### config.mk
export PLATFORM = sky130hd
export DESIGN_NAME = bbsr_div
export DESIGN_NICKNAME = d
export VERILOG_FILES = /design/src/rtl/core/bbsr_pkg.sv /design/src/rtl/core/bbsr_div.sv
export SDC_FILE = /design/constraint.sdc
export NUM_CORES = 1
export LEC_CHECK = 0
export BUFFER_PORTS_ARGS = -buffer_cell sky130_fd_sc_hd__buf_2
export CORE_UTILIZATION = 50
export CTS_CLUSTER_DIAMETER = 120
export DETAILED_ROUTE_END_ITERATION = 16
export GPL_TIMING_DRIVEN = 1
export PLACE_DENSITY = 0.76
export SLEW_MARGIN = 25
export SYNTH_ARGS = -nofsm -noshare
export SYNTH_HDL_FRONTEND = slang
export SYNTH_SLANG_ARGS = --single-unit
### constraint.sdc
create_clock -name clk -period 2.7 [get_ports clk]
set_input_delay 0.54 -clock clk [delete_from_list [all_inputs] [get_ports clk]]
set_output_delay 0.54 -clock clk [all_outputs]
set_load 0.01 [all_outputs]
### src/rtl/core/bbsr_pkg.sv
// Shared types and constants for the billboard sprite rasterizer.
package bbsr_pkg;

  localparam int unsigned TEXEL_BITS = 32;
  localparam int unsigned NUM_W = 48;
  localparam int unsigned DEN_W = 32;
  localparam logic [TEXEL_BITS-1:0] TRANSPARENT_KEY = 32'hFF000000;
  localparam logic [30:0] SPAN_MAX = 31'h7FFFFFFF;

  typedef enum logic [1:0] {
    ACT_DEPTH = 2'd0,
    ACT_TEXEL = 2'd1,
    ACT_START = 2'd2,
    ACT_TICK  = 2'd3
  } action_t;

  typedef enum logic [2:0] {
    S_IDLE,
    S_DIV_GO,
    S_DIV_WAIT,
    S_T0,
    S_T1,
    S_T2
  } state_t;

  typedef enum logic [2:0] {
    OP_MID,
    OP_H,
    OP_W,
    OP_SU,
    OP_SV
  } div_op_t;

  typedef enum logic {
    REG_TEX_WIDTH  = 1'b0,
    REG_TEX_HEIGHT = 1'b1
  } reg_idx_t;

endpackage

### src/rtl/core/bbsr_div.sv
// Restoring divider, one quotient bit per cycle.
module bbsr_div (
  input  logic                       clk,
  input  logic                       rst,
  input  logic                       start,
  input  logic [bbsr_pkg::NUM_W-1:0] num,
  input  logic [bbsr_pkg::DEN_W-1:0] den,
  output logic [bbsr_pkg::NUM_W-1:0] quot,
  output logic                       done
);

  localparam int unsigned CW = $clog2(bbsr_pkg::NUM_W);

  logic [bbsr_pkg::DEN_W:0]   rem;
  logic [bbsr_pkg::DEN_W-1:0] den_q;
  logic [CW-1:0]              cnt;
  logic                       running;
  logic [bbsr_pkg::DEN_W:0]   rem_sh;
  logic [bbsr_pkg::DEN_W+1:0] diff;

  assign rem_sh = {rem[bbsr_pkg::DEN_W-1:0], quot[bbsr_pkg::NUM_W-1]};
  assign diff   = {1'b0, rem_sh} - {2'b0, den_q};

  always_ff @(posedge clk) begin
    if (rst) begin
      running <= 1'b0;
      done    <= 1'b0;
      cnt     <= '0;
    end else begin
      done <= 1'b0;
      if (start) begin
        running <= 1'b1;
        cnt     <= '0;
      end else if (running) begin
        if (cnt == CW'(bbsr_pkg::NUM_W - 1)) begin
          running <= 1'b0;
          done    <= 1'b1;
        end
        cnt <= cnt + 1'b1;
      end
    end
  end

  always_ff @(posedge clk) begin
    if (start) begin
      rem   <= '0;
      quot  <= num;
      den_q <= den;
    end else if (running) begin
      if (!diff[bbsr_pkg::DEN_W+1]) begin
        rem  <= diff[bbsr_pkg::DEN_W:0];
        quot <= {quot[bbsr_pkg::NUM_W-2:0], 1'b1};
      end else begin
        rem  <= rem_sh;
        quot <= {quot[bbsr_pkg::NUM_W-2:0], 1'b0};
      end
    end
  end

endmodule

After elaboration in Yosys (flattened, before gate mapping)
Index checks and enable logic that the tools add are counted.

Reduce and logical (&&, ||, !) cells: 3. Add/sub/neg operators: 2. Mux-type cells: 8. Equality and inequality tests: 1. Shift operators: 0. Multipliers: 0. Order comparisons: 0. Div/mod/pow operators: 0. Bitwise logic cells: 1.

Operators with widths (count): 48-bit 2-to-1 mux (2); 33-bit by 32-bit subtractor with 34-bit output (1); 32-bit 2-to-1 mux (1); 6-bit by 1-bit adder with 6-bit output, second input constant (1); 6-bit equality test, second input constant (1); 1-bit 2-to-1 mux (5); 3-bit OR reduction (1); 2-bit nonzero test (1); 2-bit OR reduction (1); 1-bit NOT (1).

Bits of input ports: 83. Memories: 0. Bits in latches: 0. Bits in registers: 120. Bits in read-only memories: 0. Memory bits (writable): 0.

Logic depth before layout (Yosys ltp)
Gate-level depths: netlist of the first run.

Depth in word-level cells: 4. Gate-level depth with buffers: 12.

Least setup slack after synthesis of the first run
OpenSTA, ideal clock, no wires.

Path kind: register to register. From: register quot[47] (netlist bit). To: register rem[10] (netlist bit). Clock period less this slack: 2658 ps. Required time: 2563 ps. Arrival time: 2521 ps. Cell stages (with the launch flop): 13. Buffers on the path: 0. Slack: 42 ps. Library setup time: 137 ps. Cells stage by stage: edfxtp_1 -> inv_1 -> ha_1 -> inv_1 -> fa_1 -> a21o_1 -> a221oi_1 -> o21bai_1 -> a21oi_1 -> nor4b_1 -> a311o_1 -> mux2i_1 -> a211oi_1.

Word-level cells in the longest chain between the ends: 2.

Ends and longest elaborated chain: start: declaration (RTL line bbsr_div.sv:8) `output logic [bbsr_pkg::NUM_W-1:0] quot,`; start signal: assignment (RTL line bbsr_div.sv:47) `quot <= num;`; start signal: assignment (RTL line bbsr_div.sv:52) `quot <= {quot[bbsr_pkg::NUM_W-2:0], 1'b1};`; start signal: assignment (RTL line bbsr_div.sv:55) `quot <= {quot[bbsr_pkg::NUM_W-2:0], 1'b0};`; 33-bit by 32-bit subtractor with 34-bit output (RTL line bbsr_div.sv:22) `assign diff = {1'b0, rem_sh} - {2'b0, den_q};`; 32-bit 2-to-1 mux (RTL line bbsr_div.sv:50) `if (!diff[bbsr_pkg::DEN_W+1]) begin`; end signal: assignment (RTL line bbsr_div.sv:51) `rem <= diff[bbsr_pkg::DEN_W:0];`; end signal: assignment (RTL line bbsr_div.sv:54) `rem <= rem_sh;`; end: declaration (RTL line bbsr_div.sv:14) `logic [bbsr_pkg::DEN_W:0] rem;`.

Every way passes these cells. A chain may end at the register's enable or synchronous reset.

Worst setup path after layout of the first run
From: register den_q[1] (netlist bit). To: register rem[5] (netlist bit).

Word-level cells in the longest chain between the ends: 2.

Ends and longest elaborated chain: start: declaration (RTL line bbsr_div.sv:15) `logic [bbsr_pkg::DEN_W-1:0] den_q;`; start signal: assignment (RTL line bbsr_div.sv:48) `den_q <= den;`; 33-bit by 32-bit subtractor with 34-bit output (RTL line bbsr_div.sv:22); 32-bit 2-to-1 mux (RTL line bbsr_div.sv:50).

Every way passes these cells.

==> metrics.csv, run 1 <==
stage,metric,value,unit
floorplan,overall die area,14000,um^2
placement,Placed Area,7870,um^2
timing,worst hold slack after final layout,0.291,ns
pwr,Net Sw Frac,0.273,
logic_synthesis,Synth top cells by count,"edfxtp_1 (80), nor2_1 (49), mux2_2 (48), inv_1 (45)",
logic_synthesis,post-synth top area share,0.356,
timing,"Hold Vio Cnt, Final",0,
cts,clock tree from TritonCTS,built,
timing,post-route worst setup slack,-0.0872,ns
detailed_routing,detailed-route via count,5605,
timing,final clock period utilization by the worst path,1.03,
setup_path,element type at the critical path end,register,
pwr,Power Total,5900,uW
detailed_routing,count of routing violations after the opening detailed-route iteration,343,
global_routing,Overflow after GRT,0,
global_routing,first-pass GRT wire length,26700,um
setup_path,Crit Path Category,register to register,
setup_path,Critical Path Source Type,register,
finish,proportion of layout cells with a drive suffix above 1,0.402,
timing,final setup vio count,25,
global_routing,vias in the first global route,5657,
logic_synthesis,Synth area leaders,"edfxtp_1 (36%), dfxtp_1 (12%), mux2_2 (8.0%)",
finish,count of non-filler cells in the finished layout,995,
detailed_routing,detailed-router iteration count before antenna repair,5,
placement,Placed Cells incl. Taps,951,
floorplan,Std-Cell Core Area,13200,um^2
logic_synthesis,share of flip-flops with an asynchronous set or reset,0,
pwr,internal portion of total power,4290,uW
logic_synthesis,most repeated cell in the gate-level netlist after synthesis,edfxtp_1,
detailed_routing,vias per std cell,5.63,
logic_synthesis,synthesized netlist cell count,623,
detailed_routing,drt drc,0,
placement,placer congestion estimate,0.897,
cts,clock buffer depth,2,
setup_path,"Arr. time, crit path",3.07,ns
timing,post-route minimum period,2.79,ns
logic_synthesis,dominant cell type by area after synthesis,edfxtp_1,
logic_synthesis,synthesized netlist net count,740,
placement,count of buffers from port buffering,131,
cts,insertion delay of the later-clocked pin in the worst-skew pair,0.42,ns
setup_path,"Data required, critical path",2.98,ns
floorplan,boundary pin count,132,
finish,area delta synth->final,32.5,%
pwr,static leakage,0.00369,uW
detailed_routing,average routed wire per standard cell,17.3,um
floorplan,initial standard-cell utilization of the core,0.512,
floorplan,row cnt,42,
cts,CTS H-tree lvls,4,
timing,highest achievable clock rate,0.359,GHz
logic_synthesis,netlist area before placement,6760,um^2
cts,Inserted Clock Buffers,17,
timing,largest clock skew in the final design,0.00986,ns
logic_synthesis,count of distinct cell types in the synthesized netlist,71,
global_routing,largest net degree at the start of global routing,68,
pwr,Combinational Power Share,0.211,
pwr,proportion of power drawn by the clock network,0.411,
logic_synthesis,Post-Synthesis Mean Instance Area,10.8,um^2
floorplan,die outline height,118,um
finish,number of nets at the end of the flow,923,
cts,clock slew seen by the registers of the worst setup and hold paths,0.06,ns
finish,Ant. Diodes,0,
run_status,violations in the final reports,setup timing,
pwr,total power divided by cell area,659,nW/um^2
finish,post-route design area,8950,um^2
timing,final count of pins violating max slew,0,
logic_synthesis,Synth warnings,0,
cts,clk sink count,120,
placement,HPWL after detailed placement,11400,um
setup_path,worst-path fanout max,7,
global_routing,global-route usage over all layers,0.240,
detailed_routing,total wirelength of the detailed-routed design,17200,um
hold_path,path category of the worst min-delay check,input port to register,
detailed_routing,remaining antenna violation count,0,
timing,worst max-slew margin expressed relative to the limit,0.594,
timing,slew at the pin closest to its max-slew limit,0.608,ns
flow_run,Maximum Capacitance Violations,0,
pwr,VDD IR-drop max,0.000544,V
global_routing,antenna violations before repair,0,
floorplan,horizontal die dimension,118,um
pwr,Net Sw Power,1610,uW
pwr,part of the total power dissipated in sequential elements,0.378,
logic_synthesis,number of register bits inferred by synthesis,120,
logic_synthesis,part of the Yosys area used for sequential elements,0.474,
logic_synthesis,most common flop cell mapped by yosys,edfxtp_1,
cts,clock tree root driver cell,clkbuf_16,
timing,RSZ-0062 raised after global routing,yes,
logic_synthesis,number of enable-type register cells in the synthesized netlist,80,
run_status,outcome,finished with violations,
cell usage in the layout, fill, tap and decap left out, types with 5 or more instances in the layout:
| cell | synthesis | routed |
|---|---|---|
| inv_1 | 45 | 41 |
| or3_1 | 6 | 6 |
| buf_2 | 2 | 130 |
| nor3_1 | 8 | 6 |
| xor2_1 | 13 | 13 |
| clkbuf_16 | 0 | 21 |
| o211ai_1 | 5 | 5 |
| nand4_1 | 10 | 10 |
| buf_4 | 2 | 55 |
| o21ai_0 | 19 | 19 |
| nor2_1 | 49 | 49 |
| o21a_1 | 6 | 6 |
| a211oi_1 | 25 | 18 |
| mux2i_1 | 27 | 21 |
| dfxtp_1 | 40 | 40 |
| nand2_1 | 40 | 38 |
| mux2i_2 | 0 | 6 |
| a21oi_1 | 26 | 23 |
| ha_1 | 33 | 23 |
| nand3_1 | 8 | 8 |
| mux2_2 | 48 | 48 |
| a21o_1 | 9 | 9 |
| o21ai_1 | 7 | 6 |
| xnor2_1 | 14 | 14 |
| a211oi_2 | 0 | 7 |
| ha_4 | 0 | 10 |
| o21bai_1 | 5 | 5 |
| edfxtp_1 | 80 | 80 |
worst paths after layout:
| path | slack [ns] | end | cells past startpoint | startpoint |
|---|---|---|---|---|
| max | -0.09 | rem[5] | 11 | den_q[1] |
| min | 0.29 | den_q[3] | 1 | den[3] |
| max reg2reg | -0.09 | rem[5] | 11 | den_q[1] |
| min reg2reg | 0.49 | rem[25] | 2 | rem[25] |
through the flow:
| step | setup TNS (ns) | util | setup WS, ns |
|---|---|---|---|
| after floorplan | 0 | - | 0.0416 |
| after global placement | -0.0813 | 0.596 | -0.0420 |
| after detailed placement | -1.76 | 0.596 | -0.107 |
| after CTS | -0.329 | 0.655 | -0.0515 |
| after global routing | -3.58 | 0.679 | -0.206 |
| final | -0.771 | 0.679 | -0.0872 |
registers in the layout, indices dropped and copies added (netlist names):
| signal | count |
|---|---|
| cnt | 6 |
| running | 1 |
| quot | 48 |
| done | 1 |
| den_q | 32 |
| rem | 32 |
routing by layer:
metal  vias to the layer above  wire length, um  GRT usage
li1                       2680                -          -
met1                      2696             7300      0.288
met2                       204             8550      0.407
met3                        25             1130     0.0767
met4                         0              260     0.0793
met5                         -                0          0
final cells by class:
| cell class | instances | area [um^2] |
|---|---|---|
| clock inverter | 11 | 129 |
| multi-input combinational | 429 | 3510 |
| sequential | 120 | 3200 |
| fill | 937 | 4240 |
| tap | 176 | 220 |
| clock buffer | 21 | 514 |
| timing repair buffer | 193 | 1200 |
| inverter | 45 | 169 |
what timing repair did:
item / 4_1_cts / 5_1_grt
cloned: 0 / 1
pin swaps: 11 / 31
setup endpoints to repair: 30 / 31
hold buffers: 0 / 0
hold endpoints to repair: 0 / 0
buffers inserted: 7 / 4
gates resized for setup: 14 / 44
power by group through the flow:
stage                     clock network (uW)  registers [uW]  logic [uW]
final                                   2420            2230        1240
after global routing                    2540            2240        1350
after CTS                               2470            2220        1120
after detailed placement                   0            2250        1080
after global placement                     0            2250        1040
after floorplan                            0            2270         653
worst max-delay path, cell delays in order, from the launching register on:
cell	delay (ns)
edfxtp_1	0.33
inv_2	0.05
ha_4	0.25
nor2b_4	0.16
o2111ai_4	0.18
a211o_1	0.33
a31o_1	0.24
a211o_2	0.37
nand3_4	0.20
clkbuf_16	0.21
mux2i_2	0.23
a211oi_2	0.09
cells by family (layout without fill, tap and decap cells):
group | after synthesis | in the layout | synth area share
compound gates | 145 | 145 | 0.149
xor+xnor | 27 | 27 | 0.0350
fa+ha+maj | 34 | 34 | 0.0641
buf+inv | 74 | 270 | 0.0517
flops | 120 | 120 | 0.474
simple gates | 148 | 148 | 0.106
mux | 75 | 75 | 0.120
(Power assumes the default switching activity.)
==> inputs of run 2 (changes only) <==
--- a/config.mk
+++ b/config.mk
@@ -10,7 +10,8 @@
 export CTS_CLUSTER_DIAMETER = 120
 export DETAILED_ROUTE_END_ITERATION = 16
 export GPL_TIMING_DRIVEN = 1
-export PLACE_DENSITY = 0.76
+export PLACE_DENSITY = 0.73
+export SETUP_SLACK_MARGIN = 0.15
 export SLEW_MARGIN = 25
 export SYNTH_ARGS = -nofsm -noshare
 export SYNTH_HDL_FRONTEND = slang
==> constraint.sdc (replaced) <==
create_clock -name clk -period 3.2 [get_ports clk]
set_input_delay 0.64 -clock clk [delete_from_list [all_inputs] [get_ports clk]]
set_output_delay 0.64 -clock clk [all_outputs]
set_load 0.01 [all_outputs]
==> metrics.csv, run 2 (synthesis results as in run 1) <==
stage,metric,value,unit,change
timing,worst max-slew margin expressed relative to the limit,0.598,,was 0.594
cts,hold buffer count at CTS,0,,unchanged
pwr,VDD IR-drop max,0.000407,V,was 0.000544 V
finish,Filler Cell Count,1065,,was 937
setup_path,Worst path slowest cell,o41a_1,,was a211o_2
flow_run,Maximum Capacitance Violations,0,,unchanged
floorplan,row cnt,42,,unchanged
setup_path,Critical Path Source Type,register,,unchanged
detailed_routing,vias per std cell,5.60,,was 5.63
cts,clock tree from TritonCTS,built,,unchanged
global_routing,met2 GRT Util,0.361,,was 0.407
cts,clock slew seen by the registers of the worst setup and hold paths,0.05,ns,was 0.06 ns
pwr,total power divided by cell area,559,nW/um^2,was 659 nW/um^2
finish,"leading cell type in the layout, fill and taps excluded",buf_2,,unchanged
placement,HPWL after detailed placement,10700,um,was 11400 um
timing,final count of pins violating max slew,0,,unchanged
finish,Ant. Diodes,0,,unchanged
floorplan,Std-Cell Core Area,13200,um^2,unchanged
global_routing,met1 Track Usage GR,0.277,,was 0.288
timing,post-route minimum period,2.93,ns,was 2.79 ns
finish,Sequential Area,3200,um^2,unchanged
global_routing,vias in the first global route,5219,,was 5657
timing,summed negative setup slack over all endpoints,0,ns,was -0.771 ns
finish,number of nets at the end of the flow,869,,was 923
detailed_routing,detailed-router iteration count before antenna repair,5,,unchanged
setup_path,CP cell instances,"inv_1, ha_1, inv_1, fa_1, a21o_1, a22oi_1, o41a_1, a211o_1, a21o_1, and3_1, o31a_1, o31ai_2",,"was inv_2, ha_4, nor2b_4, o2111ai_4, a211o_1, a31o_1, a211o_2, nand3_4, clkbuf_16, mux2i_2, a211oi_2"
detailed_routing,average routed wire per standard cell,16.4,um,was 17.3 um
detailed_routing,detailed-route via count,5265,,was 5605
detailed_routing,total wirelength of the detailed-routed design,15400,um,was 17200 um
detailed_routing,count of routing violations after the opening detailed-route iteration,279,,was 343
finish,area taken by multi-input logic gates,3230,um^2,was 3510 um^2
floorplan,horizontal die dimension,118,um,unchanged
global_routing,global-route usage over all layers,0.222,,was 0.240
placement,count of buffers from port buffering,131,,unchanged
global_routing,Overflow after GRT,0,,unchanged
timing,slew at the pin closest to its max-slew limit,0.603,ns,was 0.608 ns
hold_path,path category of the worst min-delay check,input port to register,,unchanged
global_routing,antenna violations before repair,0,,unchanged
finish,share of the core filled with cells,0.616,,was 0.679
timing,final setup vio count,0,,was 25
finish,area delta synth->final,20.2,%,was 32.5%
timing,"Hold Vio Cnt, Final",0,,unchanged
cts,clk sink count,120,,unchanged
timing,highest achievable clock rate,0.342,GHz,was 0.359 GHz
cts,Inserted Clock Buffers,17,,unchanged
cts,clock tree root driver cell,clkbuf_16,,unchanged
global_routing,met3 usage,0.0623,,was 0.0767
cts,clock buffer depth,2,,unchanged
global_routing,gr busiest metal,met2,,unchanged
finish,max FFs per register,48,,unchanged
timing,largest clock skew in the final design,0.0139,ns,was 0.00986 ns
setup_path,"Arr. time, crit path",3.25,ns,was 3.07 ns
setup_path,"Data required, critical path",3.53,ns,was 2.98 ns
setup_path,worst-path fanout max,4,,was 7
run_status,outcome,completed,,was finished with violations
floorplan,die outline height,118,um,unchanged
finish,most used cells in the layout excluding fill and tap cells,"buf_2 (130), edfxtp_1 (80), nor2_1 (49), mux2_2 (48), inv_1 (44)",,"was buf_2 (130), edfxtp_1 (80), buf_4 (55), nor2_1 (49), mux2_2 (48)"
timing,final clock period utilization by the worst path,0.915,,was 1.03
timing,RSZ-0062 raised after global routing,no,,was yes
cts,insertion delay of the later-clocked pin in the worst-skew pair,0.42,ns,about the same
detailed_routing,remaining antenna violation count,0,,unchanged
pwr,static leakage,0.00337,uW,was 0.00369 uW
placement,worst slack at placement,0.221,ns,was -0.107 ns
floorplan,boundary pin count,132,,unchanged
placement,placer congestion estimate,0.869,,was 0.897
finish,post-route design area,8120,um^2,was 8950 um^2
finish,largest register by flop count,quot,,unchanged
timing,worst hold slack after final layout,0.389,ns,was 0.291 ns
placement,Placed Area,7520,um^2,was 7870 um^2
cts,Post CTS Setup Buffer Count,0,,was 7
timing,post-route worst setup slack,0.272,ns,was -0.0872 ns
cts,CTS H-tree lvls,4,,unchanged
setup_path,element type at the critical path end,register,,unchanged
global_routing,first-pass GRT wire length,24800,um,was 26700 um
setup_path,delay of the slowest cell on the worst path,0.39,ns,was 0.37 ns
floorplan,initial standard-cell utilization of the core,0.512,,unchanged
setup_path,Crit Path Category,register to register,,unchanged
finish,biggest regs,"quot x48, den_q x32, rem x32",,unchanged
detailed_routing,drt drc,0,,unchanged
global_routing,largest net degree at the start of global routing,74,,was 68
finish,proportion of layout cells with a drive suffix above 1,0.303,,was 0.402
floorplan,overall die area,14000,um^2,unchanged
-- run 2: cell types whose count changed in the layout (fill, tap and decap cells not counted), sizes merged --
| cell | previous run | this run |
|---|---|---|
| bufinv | 2 | 1 |
| inv | 48 | 46 |
| clkbuf | 22 | 21 |
| nand3 | 9 | 10 |
| clkinv | 4 | 7 |
| buf | 192 | 138 |
-- run 2: stage by stage --
| step | power (uW) | cells |
|---|---|---|
| after floorplan | 2470 | 623 |
| after global placement | 2690 | 908 |
| after detailed placement | 2720 | 908 |
| after CTS | 4560 | 940 |
| after global routing | 4740 | 941 |
| final | 4540 | 941 |
-- run 2: where the power goes --
part | switching (uW) | total (uW) | internal (uW)
clock network | 704 | 1840 | 1130
registers | 70.5 | 1870 | 1800
logic | 466 | 832 | 366
total | 1240 | 4540 | 3300
-- run 2: path summary, 6_finish.rpt --
path	start	endpoint	slack, ns	cells past startpoint
worst min-delay path	rst	running	0.39	2
worst max-delay path	quot[47]	rem[22]	0.27	12
worst min register to register	rem[2]	rem[2]	0.48	2
worst max register to register	quot[47]	rem[22]	0.27	12
-- run 2: repair_timing --
item / 4_1_cts / 5_1_grt
endpoints found under the hold margin: 0 / 0
setup endpoints to repair: 0 / 17
resized for setup: 0 / 5
-- run 2: layer usage --
metal,up-vias,part of all wire
li1,2574,-
met1,2490,0.45
met2,181,0.47
met3,20,0.062
met4,0,0.018
met5,-,0
-- run 2: critical path, delay by kind of cell (launching register included) --
kind	cells	cell delay (ns)
and+or+nand+nor	1	0.17
adders and majority gates	2	0.43
AOI/OAI and AO/OA	7	1.76
buffers and inverters	2	0.14
DFF	1	0.34
-- run 2: layout make-up --
class / count / share of cell area
multi-input combinational: 430 / 0.398
sequential: 120 / 0.395
timing repair buffer: 138 / 0.0895
clock buffer: 21 / 0.0581
tap: 176 / 0.0271
inverter: 45 / 0.0208
clock inverter: 11 / 0.0119
==> inputs of run 3 (changes only) <==
--- a/config.mk
+++ b/config.mk
@@ -6,13 +6,15 @@
 export NUM_CORES = 1
 export LEC_CHECK = 0
 export BUFFER_PORTS_ARGS = -buffer_cell sky130_fd_sc_hd__buf_2
-export CORE_UTILIZATION = 50
+export CELL_PAD_IN_SITES_DETAIL_PLACEMENT = 0
+export CELL_PAD_IN_SITES_GLOBAL_PLACEMENT = 1
+export CORE_UTILIZATION = 44
 export CTS_CLUSTER_DIAMETER = 120
 export DETAILED_ROUTE_END_ITERATION = 16
 export GPL_TIMING_DRIVEN = 1
-export PLACE_DENSITY = 0.73
+export PLACE_DENSITY_LB_ADDON = 0.1
 export SETUP_SLACK_MARGIN = 0.15
-export SLEW_MARGIN = 25
+export SLEW_MARGIN = 20
 export SYNTH_ARGS = -nofsm -noshare
 export SYNTH_HDL_FRONTEND = slang
 export SYNTH_SLANG_ARGS = --single-unit
==> metrics.csv, run 3 (synthesis results as in run 1) <==
stage,metric,value,unit,change
run_status,outcome,completed,,unchanged
detailed_routing,drt drc,0,,unchanged
detailed_routing,average routed wire per standard cell,16.1,um,was 16.4 um
setup_path,Crit Path Category,register to register,,unchanged
finish,area taken by multi-input logic gates,3260,um^2,was 3230 um^2
detailed_routing,routed length on met1,7230,um,was 6870 um
setup_path,Critical Path Source Type,register,,unchanged
finish,Ant. Diodes,0,,unchanged
placement,count of buffers from port buffering,131,,unchanged
floorplan,overall die area,15900,um^2,was 14000 um^2
global_routing,first-pass GRT wire length,25500,um,was 24800 um
timing,final count of pins violating max slew,0,,unchanged
setup_path,worst-path fanout max,4,,unchanged
global_routing,largest net degree at the start of global routing,49,,was 74
setup_path,Buf/Inv on CP,2,,unchanged
global_routing,global-route usage over all layers,0.203,,was 0.222
setup_path,"Data required, critical path",3.54,ns,was 3.53 ns
floorplan,row cnt,44,,was 42
cts,CTS H-tree lvls,4,,unchanged
cts,clk sink count,120,,unchanged
floorplan,Std-Cell Core Area,14800,um^2,was 13200 um^2
floorplan,initial standard-cell utilization of the core,0.458,,was 0.512
detailed_routing,vias per std cell,5.46,,was 5.60
cts,insertion delay of the later-clocked pin in the worst-skew pair,0.42,ns,about the same
setup_path,CP cell instances,"inv_1, ha_2, inv_1, fa_2, a21o_1, a22oi_2, o41a_1, a211o_1, a21o_1, and3_1, o31a_1, o31ai_2",,"was inv_1, ha_1, inv_1, fa_1, a21o_1, a22oi_1, o41a_1, a211o_1, a21o_1, and3_1, o31a_1, o31ai_2"
flow_run,Maximum Capacitance Violations,0,,unchanged
finish,Filler Cell Count,1325,,was 1065
detailed_routing,highest metal layer used by the detailed router,met4,,unchanged
setup_path,delay of the slowest cell on the worst path,0.43,ns,was 0.39 ns
cts,clock tree root driver cell,clkbuf_16,,unchanged
placement,placer congestion estimate,0.846,,was 0.869
detailed_routing,routed length on met2,7020,um,was 7310 um
setup_path,"Arr. time, crit path",3.25,ns,about the same
cts,clock buffer depth,2,,unchanged
timing,largest clock skew in the final design,0.0105,ns,was 0.0139 ns
floorplan,horizontal die dimension,126,um,was 118 um
timing,worst hold slack after final layout,0.374,ns,was 0.389 ns
pwr,Power Total,4640,uW,was 4540 uW
timing,post-route minimum period,2.91,ns,was 2.93 ns
setup_path,Worst path slowest cell,o41a_1,,unchanged
pwr,static leakage,0.00341,uW,was 0.00337 uW
detailed_routing,detailed-router iteration count before antenna repair,4,,was 5
timing,final clock period utilization by the worst path,0.909,,was 0.915
detailed_routing,total wirelength of the detailed-routed design,15400,um,about the same
hold_path,path category of the worst min-delay check,input port to register,,unchanged
cts,hold buffer count at CTS,0,,unchanged
timing,highest achievable clock rate,0.344,GHz,was 0.342 GHz
finish,number of nets at the end of the flow,877,,was 869
finish,"leading cell type in the layout, fill and taps excluded",buf_2,,unchanged
cts,clock slew seen by the registers of the worst setup and hold paths,0.06,ns,was 0.05 ns
pwr,VDD IR-drop max,0.000376,V,was 0.000407 V
timing,slew at the pin closest to its max-slew limit,0.615,ns,was 0.603 ns
finish,biggest regs,"quot x48, den_q x32, rem x32",,unchanged
global_routing,vias in the first global route,5256,,was 5219
detailed_routing,remaining antenna violation count,0,,unchanged
finish,largest register by flop count,quot,,unchanged
global_routing,antenna violations before repair,0,,unchanged
timing,worst max-slew margin expressed relative to the limit,0.590,,was 0.598
placement,Placed Area,7540,um^2,was 7520 um^2
timing,"Hold Vio Cnt, Final",0,,unchanged
finish,area delta synth->final,22.0,%,was 20.2%
finish,most used cells in the layout excluding fill and tap cells,"buf_2 (130), edfxtp_1 (80), nor2_1 (49), mux2_2 (48), inv_1 (44)",,unchanged
detailed_routing,count of routing violations after the opening detailed-route iteration,293,,was 279
cts,Inserted Clock Buffers,17,,unchanged
timing,RSZ-0062 raised after global routing,yes,,was no
floorplan,boundary pin count,132,,unchanged
finish,post-route design area,8250,um^2,was 8120 um^2
timing,final setup vio count,0,,unchanged
placement,HPWL after detailed placement,11000,um,was 10700 um
detailed_routing,Met3 Routed Length,1010,um,was 956 um
finish,proportion of layout cells with a drive suffix above 1,0.316,,was 0.303
finish,max FFs per register,48,,unchanged
setup_path,element type at the critical path end,register,,unchanged
pwr,total power divided by cell area,562,nW/um^2,was 559 nW/um^2
detailed_routing,detailed-route via count,5224,,was 5265
setup_path,dominant delay contributor by cell family on the critical path,compound AO/OA/AOI/OAI gates,,unchanged
cts,clock tree from TritonCTS,built,,unchanged
global_routing,Overflow after GRT,0,,unchanged
finish,Sequential Area,3200,um^2,unchanged
timing,summed negative setup slack over all endpoints,0,ns,unchanged
floorplan,die outline height,126,um,was 118 um
[run 3: changes by cell type in the layout (fill, tap and decap cells not counted), sizes merged]
cell,delta
clkbuf,-3
inv,+5
clkinv,-3
bufinv,+1
buf,+8
[run 3: report_power, final]
part	leakage, uW	internal [uW]	switching [uW]
registers	0.00112	1800	67.4
clock network	0.000283	1170	762
logic	0.00201	375	465
[run 3: per-layer routing]
metal  vias up  global-route usage
met5         -                   0
met4         0              0.0624
met2       141               0.327
met3        11              0.0743
met1      2480               0.254
li1       2592                   -
[run 3: cell type report]
type,count,share of cell area
clock inverter,14,0.0197
timing repair buffer,146,0.0965
tap,184,0.0279
clock buffer,18,0.0520
multi-input combinational,430,0.395
inverter,45,0.0205
sequential,120,0.388
[run 3: worst paths after layout]
kind / slack, ns / end / startpoint / cells after the start
setup / recovery: 0.29 / rem[22] / quot[47] / 12
hold reg to reg: 0.47 / rem[7] / rem[7] / 2
setup reg to reg: 0.29 / rem[22] / quot[47] / 12
hold / removal: 0.37 / running / rst / 2
[run 3: what timing repair did]
action	4_1_cts	5_1_grt
resized for setup	0	9
setup buffers	0	6
pin swaps	0	5
endpoints found under the setup margin	11	23
gates cloned	1	0
[run 3: stage by stage]
| step | instances | setup slack [ns] | util |
|---|---|---|---|
| after global routing | 957 | 0.135 | 0.559 |
| after global placement | 918 | 0.214 | 0.511 |
| after detailed placement | 918 | 0.0951 | 0.511 |
| after CTS | 951 | 0.236 | 0.552 |
| after floorplan | 623 | 0.542 | - |
| final | 957 | 0.291 | 0.559 |
